### src/rtl/ccc_pkg.sv
// ccc_pkg: types, constants and codes for the calendar clock
// used by the interfaces, the divider, the month table, the top level and the checker
package ccc_pkg;

  localparam int MONTH_SLOTS   = 32;
  localparam int MS_AW         = (MONTH_SLOTS > 2) ? $clog2(MONTH_SLOTS) : 1;
  localparam int MIN_PER_HOUR  = 60;
  localparam int HOURS_PER_DAY = 24;
  localparam int DVD_W         = 16;
  localparam int DVS_W         = 8;
  localparam int DIV_STEPS     = DVD_W;
  localparam int DIV_CW        = $clog2(DIV_STEPS);

  localparam logic FUNC_TICK = 1'b0;
  localparam logic FUNC_LOAD = 1'b1;

  typedef logic [0:0] cfg_idx_t;
  typedef logic [4:0] cfg_data_t;

  localparam cfg_idx_t CFG_DAYS_PER_WEEK   = 1'b0;
  localparam cfg_idx_t CFG_MONTHS_PER_YEAR = 1'b1;

  typedef struct packed {
    logic       func;
    logic [4:0] month_index;
    logic [7:0] month_days;
    logic [7:0] leap_period;
    logic [4:0] dawn_hour_in;
    logic [5:0] dawn_minute_in;
    logic [4:0] sunset_hour_in;
    logic [5:0] sunset_minute_in;
    logic [2:0] season_in;
  } in_item_t;

  typedef struct packed {
    logic        date_changed;
    logic [5:0]  minute_now;
    logic [4:0]  hour_now;
    logic [8:0]  day_now;
    logic [4:0]  weekday_now;
    logic [4:0]  month_now;
    logic [15:0] year_now;
    logic [4:0]  dawn_hour_out;
    logic [5:0]  dawn_minute_out;
    logic [4:0]  sunset_hour_out;
    logic [5:0]  sunset_minute_out;
    logic [2:0]  season_out;
  } out_item_t;

  typedef struct packed {
    logic [7:0] days;
    logic [7:0] leap;
    logic [4:0] dawn_h;
    logic [5:0] dawn_m;
    logic [4:0] sun_h;
    logic [5:0] sun_m;
    logic [2:0] season;
  } month_entry_t;

  typedef struct packed {
    logic             start;
    logic [DVD_W-1:0] dividend;
    logic [DVS_W-1:0] divisor;
  } div_req_t;

  typedef struct packed {
    logic             done;
    logic [DVS_W-1:0] rem;
  } div_rsp_t;

endpackage

### src/rtl/ccc_if.sv
// ccc_in_if, ccc_out_if: valid/ready request channels of the calendar clock
// depends on ccc_pkg for the payload types
interface ccc_in_if;
  logic             valid;
  logic             ready;
  ccc_pkg::in_item_t data;

  modport source (output valid, output data, input ready);
  modport sink (input valid, input data, output ready);
endinterface

interface ccc_out_if;
  logic              valid;
  logic              ready;
  ccc_pkg::out_item_t data;

  modport source (output valid, output data, input ready);
  modport sink (input valid, input data, output ready);
endinterface

### src/rtl/ccc_div.sv
// ccc_div: restoring divider, one quotient bit per cycle, returns the remainder
// depends on ccc_pkg
module ccc_div (
  input  logic              clk,
  input  logic              rst_n,
  input  ccc_pkg::div_req_t req,
  output ccc_pkg::div_rsp_t rsp
);
  import ccc_pkg::*;

  logic              run_r, run_nxt;
  logic              done_r, done_nxt;
  logic [DIV_CW-1:0] cnt_r, cnt_nxt;
  logic [DVD_W-1:0]  dvd_r, dvd_nxt;
  logic [DVS_W-1:0]  dvs_r, dvs_nxt;
  logic [DVS_W-1:0]  rem_r, rem_nxt;
  logic [DVS_W:0]    trial;
  logic [DVS_W:0]    diff;
  logic              fits;

  assign trial = {rem_r, dvd_r[DVD_W-1]};
  assign diff  = trial - {1'b0, dvs_r};
  assign fits  = trial >= {1'b0, dvs_r};

  always_comb begin
    run_nxt  = run_r;
    done_nxt = 1'b0;
    cnt_nxt  = cnt_r;
    dvd_nxt  = dvd_r;
    dvs_nxt  = dvs_r;
    rem_nxt  = rem_r;
    if (req.start) begin
      run_nxt = 1'b1;
      cnt_nxt = '0;
      dvd_nxt = req.dividend;
      dvs_nxt = req.divisor;
      rem_nxt = '0;
    end else if (run_r) begin
      rem_nxt = fits ? diff[DVS_W-1:0] : trial[DVS_W-1:0];
      dvd_nxt = {dvd_r[DVD_W-2:0], 1'b0};
      cnt_nxt = cnt_r + 1'b1;
      if (cnt_r == DIV_CW'(DIV_STEPS - 1)) begin
        run_nxt  = 1'b0;
        done_nxt = 1'b1;
      end
    end
  end

  always_ff @(posedge clk) begin
    if (!rst_n) begin
      run_r  <= 1'b0;
      done_r <= 1'b0;
    end else begin
      run_r  <= run_nxt;
      done_r <= done_nxt;
    end
  end

  always_ff @(posedge clk) begin
    cnt_r <= cnt_nxt;
    dvd_r <= dvd_nxt;
    dvs_r <= dvs_nxt;
    rem_r <= rem_nxt;
  end

  assign rsp.done = done_r;
  assign rsp.rem  = rem_r;

endmodule

### src/rtl/ccc_table.sv
// ccc_table: month table memory with per-entry valid bits and registered read
// depends on ccc_pkg; entries not written since reset read as zero
module ccc_table (
  input  logic                  clk,
  input  logic                  rst_n,
  input  logic                  we,
  input  logic [4:0]            waddr,
  input  ccc_pkg::month_entry_t wdata,
  input  logic [4:0]            raddr,
  output ccc_pkg::month_entry_t rdata
);
  import ccc_pkg::*;

  month_entry_t           mem [MONTH_SLOTS];
  logic [MONTH_SLOTS-1:0] valid_r;
  month_entry_t           rdata_r;
  logic                   w_ok;
  logic                   r_ok;
  logic [MS_AW-1:0]       widx;
  logic [MS_AW-1:0]       ridx;

  assign w_ok = 7'(waddr) < 7'(MONTH_SLOTS);
  assign r_ok = 7'(raddr) < 7'(MONTH_SLOTS);
  assign widx = MS_AW'(waddr);
  assign ridx = MS_AW'(raddr);

  always_ff @(posedge clk) begin
    if (we && w_ok) begin
      mem[widx] <= wdata;
    end
    rdata_r <= (r_ok && valid_r[ridx]) ? mem[ridx] : '0;
  end

  always_ff @(posedge clk) begin
    if (!rst_n) begin
      valid_r <= '0;
    end else if (we && w_ok) begin
      valid_r[widx] <= 1'b1;
    end
  end

  assign rdata = rdata_r;

endmodule

### src/rtl/configurable_calendar_clock.sv
// configurable_calendar_clock: calendar clock with a programmable month table
// depends on ccc_pkg, ccc_if, ccc_div and ccc_table
//
//   channel  dir  signals                     request
//   in_ch    in   valid ready data            one tick or one month table load
//   out_ch   out  valid ready data            clock state and latched month data
//   cfg      in   cfg_we cfg_index cfg_data   days_per_week, months_per_year
//
// a load goes from idle straight to the output state; a tick steps through the
// weekday, leap, month, fetch, latch and output states, with a division on the shared
// remainder unit for the weekday when it passes days_per_week and for year mod leap period when that is nonzero
// synchronous reset sets clock, latches and config to their defaults and clears all table valid bits
// in_ch.ready is high only when idle; a result waiting in the output register
// does not stall the acceptance of the next request, only that request's finish
module configurable_calendar_clock (
  input  logic               clk,
  input  logic               rst_n,
  ccc_in_if.sink             in_ch,
  ccc_out_if.source          out_ch,
  input  logic               cfg_we,
  input  ccc_pkg::cfg_idx_t  cfg_index,
  input  ccc_pkg::cfg_data_t cfg_data
);
  import ccc_pkg::*;

  localparam logic [3:0] ST_IDLE  = 4'd0;
  localparam logic [3:0] ST_WDAY  = 4'd1;
  localparam logic [3:0] ST_WDIV  = 4'd2;
  localparam logic [3:0] ST_LEAP  = 4'd3;
  localparam logic [3:0] ST_LDIV  = 4'd4;
  localparam logic [3:0] ST_MON   = 4'd5;
  localparam logic [3:0] ST_FETCH = 4'd6;
  localparam logic [3:0] ST_LATCH = 4'd7;
  localparam logic [3:0] ST_OUT   = 4'd8;

  logic [3:0]   state_r, state_nxt;
  logic [5:0]   minute_r, minute_nxt;
  logic [4:0]   hour_r, hour_nxt;
  logic [8:0]   day_r, day_nxt;
  logic [4:0]   weekday_r, weekday_nxt;
  logic [4:0]   month_r, month_nxt;
  logic [15:0]  year_r, year_nxt;
  logic         started_r, started_nxt;
  logic [4:0]   dawn_h_r, dawn_h_nxt;
  logic [5:0]   dawn_m_r, dawn_m_nxt;
  logic [4:0]   sun_h_r, sun_h_nxt;
  logic [5:0]   sun_m_r, sun_m_nxt;
  logic [2:0]   season_r, season_nxt;
  logic [4:0]   dpw_r, dpw_nxt;
  logic [4:0]   mpy_r, mpy_nxt;
  logic         changed_r, changed_nxt;
  logic         daychg_r, daychg_nxt;
  logic [5:0]   wd_inc_r, wd_inc_nxt;
  logic         leap_hit_r, leap_hit_nxt;
  logic         out_valid_r, out_valid_nxt;
  out_item_t    out_data_r, out_data_nxt;

  logic         accept;
  logic         tbl_we;
  month_entry_t tbl_wdata;
  month_entry_t ent;
  div_req_t     div_req;
  div_rsp_t     div_rsp;
  logic [4:0]   dpw;
  logic [5:0]   min_inc;
  logic         min_wrap;
  logic [4:0]   hour_tmp;
  logic         hour_wrap;
  logic [8:0]   mlen;
  logic         day_over;
  logic [5:0]   month_tmp;
  logic         year_over;

  assign accept = in_ch.valid && (state_r == ST_IDLE);
  assign in_ch.ready = (state_r == ST_IDLE);

  assign tbl_we = accept && (in_ch.data.func == FUNC_LOAD);
  assign tbl_wdata.days   = in_ch.data.month_days;
  assign tbl_wdata.leap   = in_ch.data.leap_period;
  assign tbl_wdata.dawn_h = in_ch.data.dawn_hour_in;
  assign tbl_wdata.dawn_m = in_ch.data.dawn_minute_in;
  assign tbl_wdata.sun_h  = in_ch.data.sunset_hour_in;
  assign tbl_wdata.sun_m  = in_ch.data.sunset_minute_in;
  assign tbl_wdata.season = in_ch.data.season_in;

  ccc_table u_table (
    .clk   (clk),
    .rst_n (rst_n),
    .we    (tbl_we),
    .waddr (in_ch.data.month_index),
    .wdata (tbl_wdata),
    .raddr (month_r),
    .rdata (ent)
  );

  ccc_div u_div (
    .clk   (clk),
    .rst_n (rst_n),
    .req   (div_req),
    .rsp   (div_rsp)
  );

  assign dpw       = (dpw_r == 5'd0) ? 5'd1 : dpw_r;
  assign min_inc   = minute_r + 6'd1;
  assign min_wrap  = min_inc >= 6'(MIN_PER_HOUR);
  assign hour_tmp  = min_wrap ? hour_r + 5'd1 : hour_r;
  assign hour_wrap = hour_tmp >= 5'(HOURS_PER_DAY);
  assign mlen      = {1'b0, ent.days} + {8'd0, leap_hit_r};
  assign day_over  = day_r > mlen;
  assign month_tmp = day_over ? {1'b0, month_r} + 6'd1 : {1'b0, month_r};
  assign year_over = month_tmp > {1'b0, mpy_r};

  always_comb begin
    state_nxt     = state_r;
    minute_nxt    = minute_r;
    hour_nxt      = hour_r;
    day_nxt       = day_r;
    weekday_nxt   = weekday_r;
    month_nxt     = month_r;
    year_nxt      = year_r;
    started_nxt   = started_r;
    dawn_h_nxt    = dawn_h_r;
    dawn_m_nxt    = dawn_m_r;
    sun_h_nxt     = sun_h_r;
    sun_m_nxt     = sun_m_r;
    season_nxt    = season_r;
    dpw_nxt       = dpw_r;
    mpy_nxt       = mpy_r;
    changed_nxt   = changed_r;
    daychg_nxt    = daychg_r;
    wd_inc_nxt    = wd_inc_r;
    leap_hit_nxt  = leap_hit_r;
    out_valid_nxt = out_valid_r && !out_ch.ready;
    out_data_nxt  = out_data_r;
    div_req       = '0;

    if (cfg_we) begin
      unique case (cfg_index)
        CFG_DAYS_PER_WEEK:   dpw_nxt = cfg_data;
        CFG_MONTHS_PER_YEAR: mpy_nxt = cfg_data;
        default:             mpy_nxt = mpy_r;
      endcase
    end

    unique case (state_r)
      ST_IDLE: begin
        if (accept) begin
          changed_nxt = 1'b0;
          if (in_ch.data.func == FUNC_LOAD) begin
            state_nxt = ST_OUT;
          end else begin
            minute_nxt  = min_wrap ? 6'd0 : min_inc;
            hour_nxt    = hour_wrap ? 5'd0 : hour_tmp;
            daychg_nxt  = hour_wrap;
            changed_nxt = hour_wrap;
            wd_inc_nxt  = {1'b0, weekday_r} + 6'd1;
            if (hour_wrap) begin
              day_nxt = day_r + 9'd1;
            end
            state_nxt = ST_WDAY;
          end
        end
      end
      ST_WDAY: begin
        state_nxt = ST_LEAP;
        if (daychg_r) begin
          if (wd_inc_r <= {1'b0, dpw}) begin
            weekday_nxt = wd_inc_r[4:0];
          end else begin
            div_req.start    = 1'b1;
            div_req.dividend = DVD_W'(wd_inc_r);
            div_req.divisor  = DVS_W'(dpw);
            state_nxt        = ST_WDIV;
          end
        end
      end
      ST_WDIV: begin
        if (div_rsp.done) begin
          weekday_nxt = (div_rsp.rem == '0) ? dpw : div_rsp.rem[4:0];
          state_nxt   = ST_LEAP;
        end
      end
      ST_LEAP: begin
        if (ent.leap != 8'd0) begin
          div_req.start    = 1'b1;
          div_req.dividend = year_r;
          div_req.divisor  = ent.leap;
          state_nxt        = ST_LDIV;
        end else begin
          leap_hit_nxt = 1'b0;
          state_nxt    = ST_MON;
        end
      end
      ST_LDIV: begin
        if (div_rsp.done) begin
          leap_hit_nxt = (div_rsp.rem == '0);
          state_nxt    = ST_MON;
        end
      end
      ST_MON: begin
        if (day_over) begin
          day_nxt     = 9'd1;
          changed_nxt = 1'b1;
        end
        if (year_over) begin
          month_nxt   = 5'd1;
          year_nxt    = year_r + 16'd1;
          changed_nxt = 1'b1;
        end else begin
          month_nxt = month_tmp[4:0];
        end
        state_nxt = ST_FETCH;
      end
      ST_FETCH: begin
        state_nxt = ST_LATCH;
      end
      ST_LATCH: begin
        if (changed_r || !started_r) begin
          dawn_h_nxt  = ent.dawn_h;
          dawn_m_nxt  = ent.dawn_m;
          sun_h_nxt   = ent.sun_h;
          sun_m_nxt   = ent.sun_m;
          season_nxt  = ent.season;
          started_nxt = 1'b1;
        end
        state_nxt = ST_OUT;
      end
      ST_OUT: begin
        if (!out_valid_r || out_ch.ready) begin
          out_valid_nxt                  = 1'b1;
          out_data_nxt.date_changed      = changed_r;
          out_data_nxt.minute_now        = minute_r;
          out_data_nxt.hour_now          = hour_r;
          out_data_nxt.day_now           = day_r;
          out_data_nxt.weekday_now       = weekday_r;
          out_data_nxt.month_now         = month_r;
          out_data_nxt.year_now          = year_r;
          out_data_nxt.dawn_hour_out     = dawn_h_r;
          out_data_nxt.dawn_minute_out   = dawn_m_r;
          out_data_nxt.sunset_hour_out   = sun_h_r;
          out_data_nxt.sunset_minute_out = sun_m_r;
          out_data_nxt.season_out        = season_r;
          state_nxt                      = ST_IDLE;
        end
      end
      default: begin
        state_nxt = ST_IDLE;
      end
    endcase
  end

  always_ff @(posedge clk) begin
    if (!rst_n) begin
      state_r     <= ST_IDLE;
      minute_r    <= 6'd0;
      hour_r      <= 5'd0;
      day_r       <= 9'd1;
      weekday_r   <= 5'd1;
      month_r     <= 5'd1;
      year_r      <= 16'd1;
      started_r   <= 1'b0;
      dawn_h_r    <= 5'd7;
      dawn_m_r    <= 6'd30;
      sun_h_r     <= 5'd19;
      sun_m_r     <= 6'd30;
      season_r    <= 3'd0;
      dpw_r       <= 5'd7;
      mpy_r       <= 5'd12;
      changed_r   <= 1'b0;
      daychg_r    <= 1'b0;
      out_valid_r <= 1'b0;
    end else begin
      state_r     <= state_nxt;
      minute_r    <= minute_nxt;
      hour_r      <= hour_nxt;
      day_r       <= day_nxt;
      weekday_r   <= weekday_nxt;
      month_r     <= month_nxt;
      year_r      <= year_nxt;
      started_r   <= started_nxt;
      dawn_h_r    <= dawn_h_nxt;
      dawn_m_r    <= dawn_m_nxt;
      sun_h_r     <= sun_h_nxt;
      sun_m_r     <= sun_m_nxt;
      season_r    <= season_nxt;
      dpw_r       <= dpw_nxt;
      mpy_r       <= mpy_nxt;
      changed_r   <= changed_nxt;
      daychg_r    <= daychg_nxt;
      out_valid_r <= out_valid_nxt;
    end
  end

  always_ff @(posedge clk) begin
    wd_inc_r   <= wd_inc_nxt;
    leap_hit_r <= leap_hit_nxt;
    out_data_r <= out_data_nxt;
  end

  assign out_ch.valid = out_valid_r;
  assign out_ch.data  = out_data_r;

endmodule

### src/flat_wrapper.sv
// flat-port wrapper written by rule: the top's interface ports become plain ports
module configurable_calendar_clock_flat import ccc_pkg::*;
  (clk, rst_n, cfg_we, cfg_index, cfg_data, in_ch_valid, in_ch_data, in_ch_ready, out_ch_valid, out_ch_data, out_ch_ready);
  ccc_in_if in_ch_i ();
  ccc_out_if out_ch_i ();
  input  logic clk;
  input  logic rst_n;
  input  logic cfg_we;
  input  ccc_pkg::cfg_idx_t cfg_index;
  input  ccc_pkg::cfg_data_t cfg_data;
  input wire logic [$bits(in_ch_i.valid)-1:0] in_ch_valid;
  input wire logic [$bits(in_ch_i.data)-1:0] in_ch_data;
  output wire logic [$bits(in_ch_i.ready)-1:0] in_ch_ready;
  output wire logic [$bits(out_ch_i.valid)-1:0] out_ch_valid;
  output wire logic [$bits(out_ch_i.data)-1:0] out_ch_data;
  input wire logic [$bits(out_ch_i.ready)-1:0] out_ch_ready;
  assign in_ch_i.valid = in_ch_valid;
  assign in_ch_i.data = in_ch_data;
  assign in_ch_ready = in_ch_i.ready;
  assign out_ch_valid = out_ch_i.valid;
  assign out_ch_data = out_ch_i.data;
  assign out_ch_i.ready = out_ch_ready;
  configurable_calendar_clock u_core (.clk(clk), .rst_n(rst_n), .in_ch(in_ch_i), .out_ch(out_ch_i), .cfg_we(cfg_we), .cfg_index(cfg_index), .cfg_data(cfg_data));
endmodule
### config.mk
export PLATFORM = sky130hd
export DESIGN_NAME = configurable_calendar_clock_flat
export DESIGN_NICKNAME = d
export VERILOG_FILES = /design/src/rtl/ccc_pkg.sv /design/src/rtl/ccc_if.sv /design/src/rtl/ccc_div.sv /design/src/rtl/ccc_table.sv /design/src/rtl/configurable_calendar_clock.sv /design/src/flat_wrapper.sv
export SDC_FILE = /design/constraint.sdc
export NUM_CORES = 2
export LEC_CHECK = 0
export BUFFER_PORTS_ARGS = -buffer_cell sky130_fd_sc_hd__buf_2
export CAP_MARGIN = 40
export CELL_PAD_IN_SITES_DETAIL_PLACEMENT = 0
export CELL_PAD_IN_SITES_GLOBAL_PLACEMENT = 1
export CORE_MARGIN = 2
export CORE_UTILIZATION = 56
export CTS_BUF_LIST = sky130_fd_sc_hd__clkbuf_2
export DETAILED_ROUTE_END_ITERATION = 7
export MAX_ROUTING_LAYER = met4
export PLACE_DENSITY_LB_ADDON = 0.2
export SLEW_MARGIN = 5
export SYNTH_ARGS = -nofsm -noshare
export SYNTH_HDL_FRONTEND = slang
export SYNTH_HIERARCHICAL = 1
export SYNTH_SLANG_ARGS = --single-unit
### constraint.sdc
create_clock -name clk -period 5.7 [get_ports clk]
set_input_delay 0.855 -clock clk [delete_from_list [all_inputs] [get_ports clk]]
set_output_delay 0.855 -clock clk [all_outputs]
set_load 0.02 [all_outputs]
==> metrics.md <==
| Metric | Value |
|---|---|
| Final hold vios | `0` |
| CP endpoint kind | `register` |
| Post-synthesis net count | `3,646` |
| CP Max Fanout | `36` |
| Layout net count | `4,148` |
| DRT Pass-1 Iters | `5` |
| Vias in the first global route | `36,431` |
| Routed vias/inst | `between 6 and 7` |
| Clock Tree Root | `clkbuf_2` |
| Synth Flop Type | `edfxtp_1` |
| Worst vdd ir | `roughly 0.19 mV` |
| Initial detailed-routing violation count | `3,879` |
| H-tree depth | `5` |
| Die footprint | `114,000 um2` |
| Seq/Total Area, Yosys | `0.739` |
| Fillers | `8,124` |
| Number of port buffers | `131` |
| Final hold slack | `220 ps` |
| Share of layout cells above drive strength 1 | `0.251` |
| Placed instance area | `between 60,000 and 70,000 um2` |
| Syn Area/Cell | `17.5 um2` |
| Mapped Area | `a little over 60,000 um2` |
| Die Span X | `337 um` |
| CP max stage delay | `520 ps` |
| WS Path Type | `register to register` |
| Post-layout min period | `approximately 5000 ps` |
| Initial antenna violation count | `7` |
| DR DRC count | `0` |
| Asr flop ratio synth | `0` |
| Largest net degree at the start of global routing | `113` |
| Number of CTS-inserted buffers | `~400` |
| Row count | `roughly 120` |
| Crit path max-delay cell type | `or4_1` |
| WL final | `162 mm` |
| Placed insts | `5,064` |
| Synth warnings | `6` |
| GRT Total Usage | `0.296` |
| Cell mode on critical path | `ha_1` |
| Final total power | `22.0 mW` |
| MaxCap Viol Count | `0` |
| CTS tree | `yes` |
| # Post-CTS Setup Buffers | `0` |
| Fin. max-slew vios | `0` |
| Setup TNS | `0 ps` |
| Clk_skew | `157 ps` |
| CORE AREA | `111,000 um2` |
| Aggregate global routing overflow | `0` |
| Global-route wire length before repair | `236 mm` |
| Worst Path Required | `7100 ps` |
| Die height | `337 um` |
| Status | `completed` |
| Synth cell types | `80` |
| Vias after detailed routing | `between 30,000 and 40,000` |
| Most frequent cells in the layout | `edfxtp_1 (1,415), clkbuf_2 (585), mux2i_1 (345)` |
| RD Place Congestion | `0.829` |
| Hold Crit Class | `input port to register` |
| Wire per inst | `~28 um` |
| Worst-Margin Slew | `995 ps` |
| Mapped Cells | `3,550` |
| Leakage power | `about 25 nW` |
| RSZ-0062 raised after global routing | `no` |
| Area growth syn-to-layout | `11.8%` |
| CP Cell Sequence | `ha_1 -> ha_1 -> nand3_1 -> nor2_1 -> nand3_1 -> ha_1 -> nand3_1 -> nor3_1 -> a211oi_1 -> nor2_1 -> mux2_2 -> ha_1 -> nor2b_1 -> o211ai_1 -> a21oi_1 -> a21oi_2 -> buf_4 -> or4_1 -> a21oi_1` |
| Tcrit/Tclk final | `0.869` |
| Worst path arrival time | `about 6400 ps` |
| Endpoints failing setup | `0` |
| Clk buf depth | `4` |
| Clock Sinks | `around 1,600` |
| Critical Path Start Type | `register` |
| Commonest non-fill, non-tap cell in the layout | `edfxtp_1` |
| Final non-filler cell area | `69,600 um2` |
| Slew HR | `0.337` |
| Fmax achieved | `202 MHz` |
| Clock-pin slew of the registers on the worst-case setup and hold paths | `100 ps` |
| Clk_lat worst skew | `1610 ps` |
| Fin cells | `5,841` |
| Post-synth EDFFs | `1,415` |
| Half-perimeter wire length after placement | `87.3 mm` |
| I/O pins | `132` |
| Yosys reg bits | `1,591` |
| Cell Pwr Density | `around 320 nW/um2` |
| Antenna-violating nets left | `0` |
| Initial cell density of the core | `0.563` |
## kinds of logic after synthesis
family	count (synthesis)	share of synthesized area
simple gates	566	0.0456
xor+xnor	21	0.00295
mux	534	0.120
fa+ha+maj	38	0.00776
compound gates	553	0.0630
flops	1591	0.739
buf+inv	247	0.0213
## report_power, final
part           leakage (nW)  total [mW]  switching, mW  internal (mW)
clock network          2.71        7.43           4.40           3.04
registers              14.1        13.1          0.164           12.9
logic                  8.61        1.49           1.01          0.481
## routing by layer
layer  wire length [um]  global-route usage  up-vias
li1                   -                   -    15646
met1              64900               0.401    18565
met2              77600               0.456     1947
met3              15500              0.0595      289
met4               4230              0.0961        0
met5                  0                   -        -
## worst paths after layout
| path | startpoint | end | slack (ps) | cells past startpoint |
|---|---|---|---|---|
| max | u_core/leap_hit_r$_SDFFCE_PN0P_ | u_core/year_r[12]$_SDFFE_PN0P_ | 740 | 19 |
| min | in_ch_valid | u_core/changed_r$_SDFFE_PN0P_ | 220 | 5 |
| max reg2reg | u_core/leap_hit_r$_SDFFCE_PN0P_ | u_core/year_r[12]$_SDFFE_PN0P_ | 740 | 19 |
| min reg2reg | u_core/u_table/rdata[5]$_SDFF_PN0_ | u_core/sun_m_r[2]$_SDFFE_PN1P_ | 400 | 2 |
## cell usage after synthesis, types with 15 or more instances
cell | instances | share of area
nand2b_1 | 16 | 0.0016
o21ai_0 | 88 | 0.0071
nand2_1 | 132 | 0.0080
buf_2 | 43 | 0.0035
inv_1 | 36 | 0.0022
nor2_1 | 119 | 0.0072
edfxtp_1 | 1415 | 0.68
o21ai_1 | 16 | 0.0013
and3_1 | 62 | 0.0062
a21oi_1 | 99 | 0.0080
mux2i_1 | 345 | 0.055
mux2_2 | 19 | 0.0034
mux4_2 | 170 | 0.061
clkbuf_1 | 93 | 0.0056
o21a_1 | 39 | 0.0047
a221oi_1 | 165 | 0.023
buf_6 | 31 | 0.0056
buf_4 | 24 | 0.0029
dfxtp_1 | 176 | 0.057
a22oi_1 | 44 | 0.0053
nand3_1 | 97 | 0.0078
nor3_1 | 59 | 0.0047
a211oi_1 | 15 | 0.0018
ha_1 | 37 | 0.0074
## state kept, by name, indices dropped and copies added (netlist names), 5 cells and up
signal / cells
u_core/dawn_h_r: 5
u_core/dawn_m_r: 6
u_core/day_r: 9
u_core/dpw_r: 5
u_core/hour_r: 5
u_core/minute_r: 6
u_core/month_r: 5
u_core/mpy_r: 5
u_core/out_ch.data: 72
u_core/sun_h_r: 5
u_core/sun_m_r: 6
u_core/u_div/dvd_r: 16
u_core/u_div/dvs_r: 8
u_core/u_div/rem_r: 8
u_core/u_table/mem: 1312
u_core/u_table/rdata: 41
u_core/u_table/valid_r: 32
u_core/wd_inc_r: 6
u_core/weekday_r: 5
u_core/year_r: 16
## worst max-delay path: cells and delay by family, from the launching register on
family                   cells  cell delay [ps]
adder cells (fa/ha/maj)      4              930
multiplexers                 1              400
AND/OR/NAND/NOR              8             1980
AO/OA/AOI/OAI                5              830
buffers and inverters        1              250
flip-flops                   1              370
## final cells by class
type / count / area, um2 / share of cell area
clock inverters: 109 / 618 / 0.00888
clock buffers: 585 / 2930 / 0.0421
well taps: 1488 / 1860 / 0.0267
multi-input cells: 1712 / 15200 / 0.218
repair buffers: 314 / 2820 / 0.0405
flip-flops and latches: 1591 / 46000 / 0.661
diodes: 5 / 12.5 / 0.000180
inverters: 37 / 141 / 0.00203
## stage by stage
stage	util	setup slack (ps)
4_1_cts	0.630	710
3_5_place_dp	0.591	880
6_report	0.630	745
5_1_grt	0.630	410
3_3_place_gp	0.585	1020
2_1_floorplan	-	1440
## repair_timing
item / 4_1_cts / 5_1_grt
hold buffers: 77 / 0
hold endpoints to repair: 1428 / 0
resized for setup: 0 / 0
Note: power is estimated with default switching activity, not from simulation.
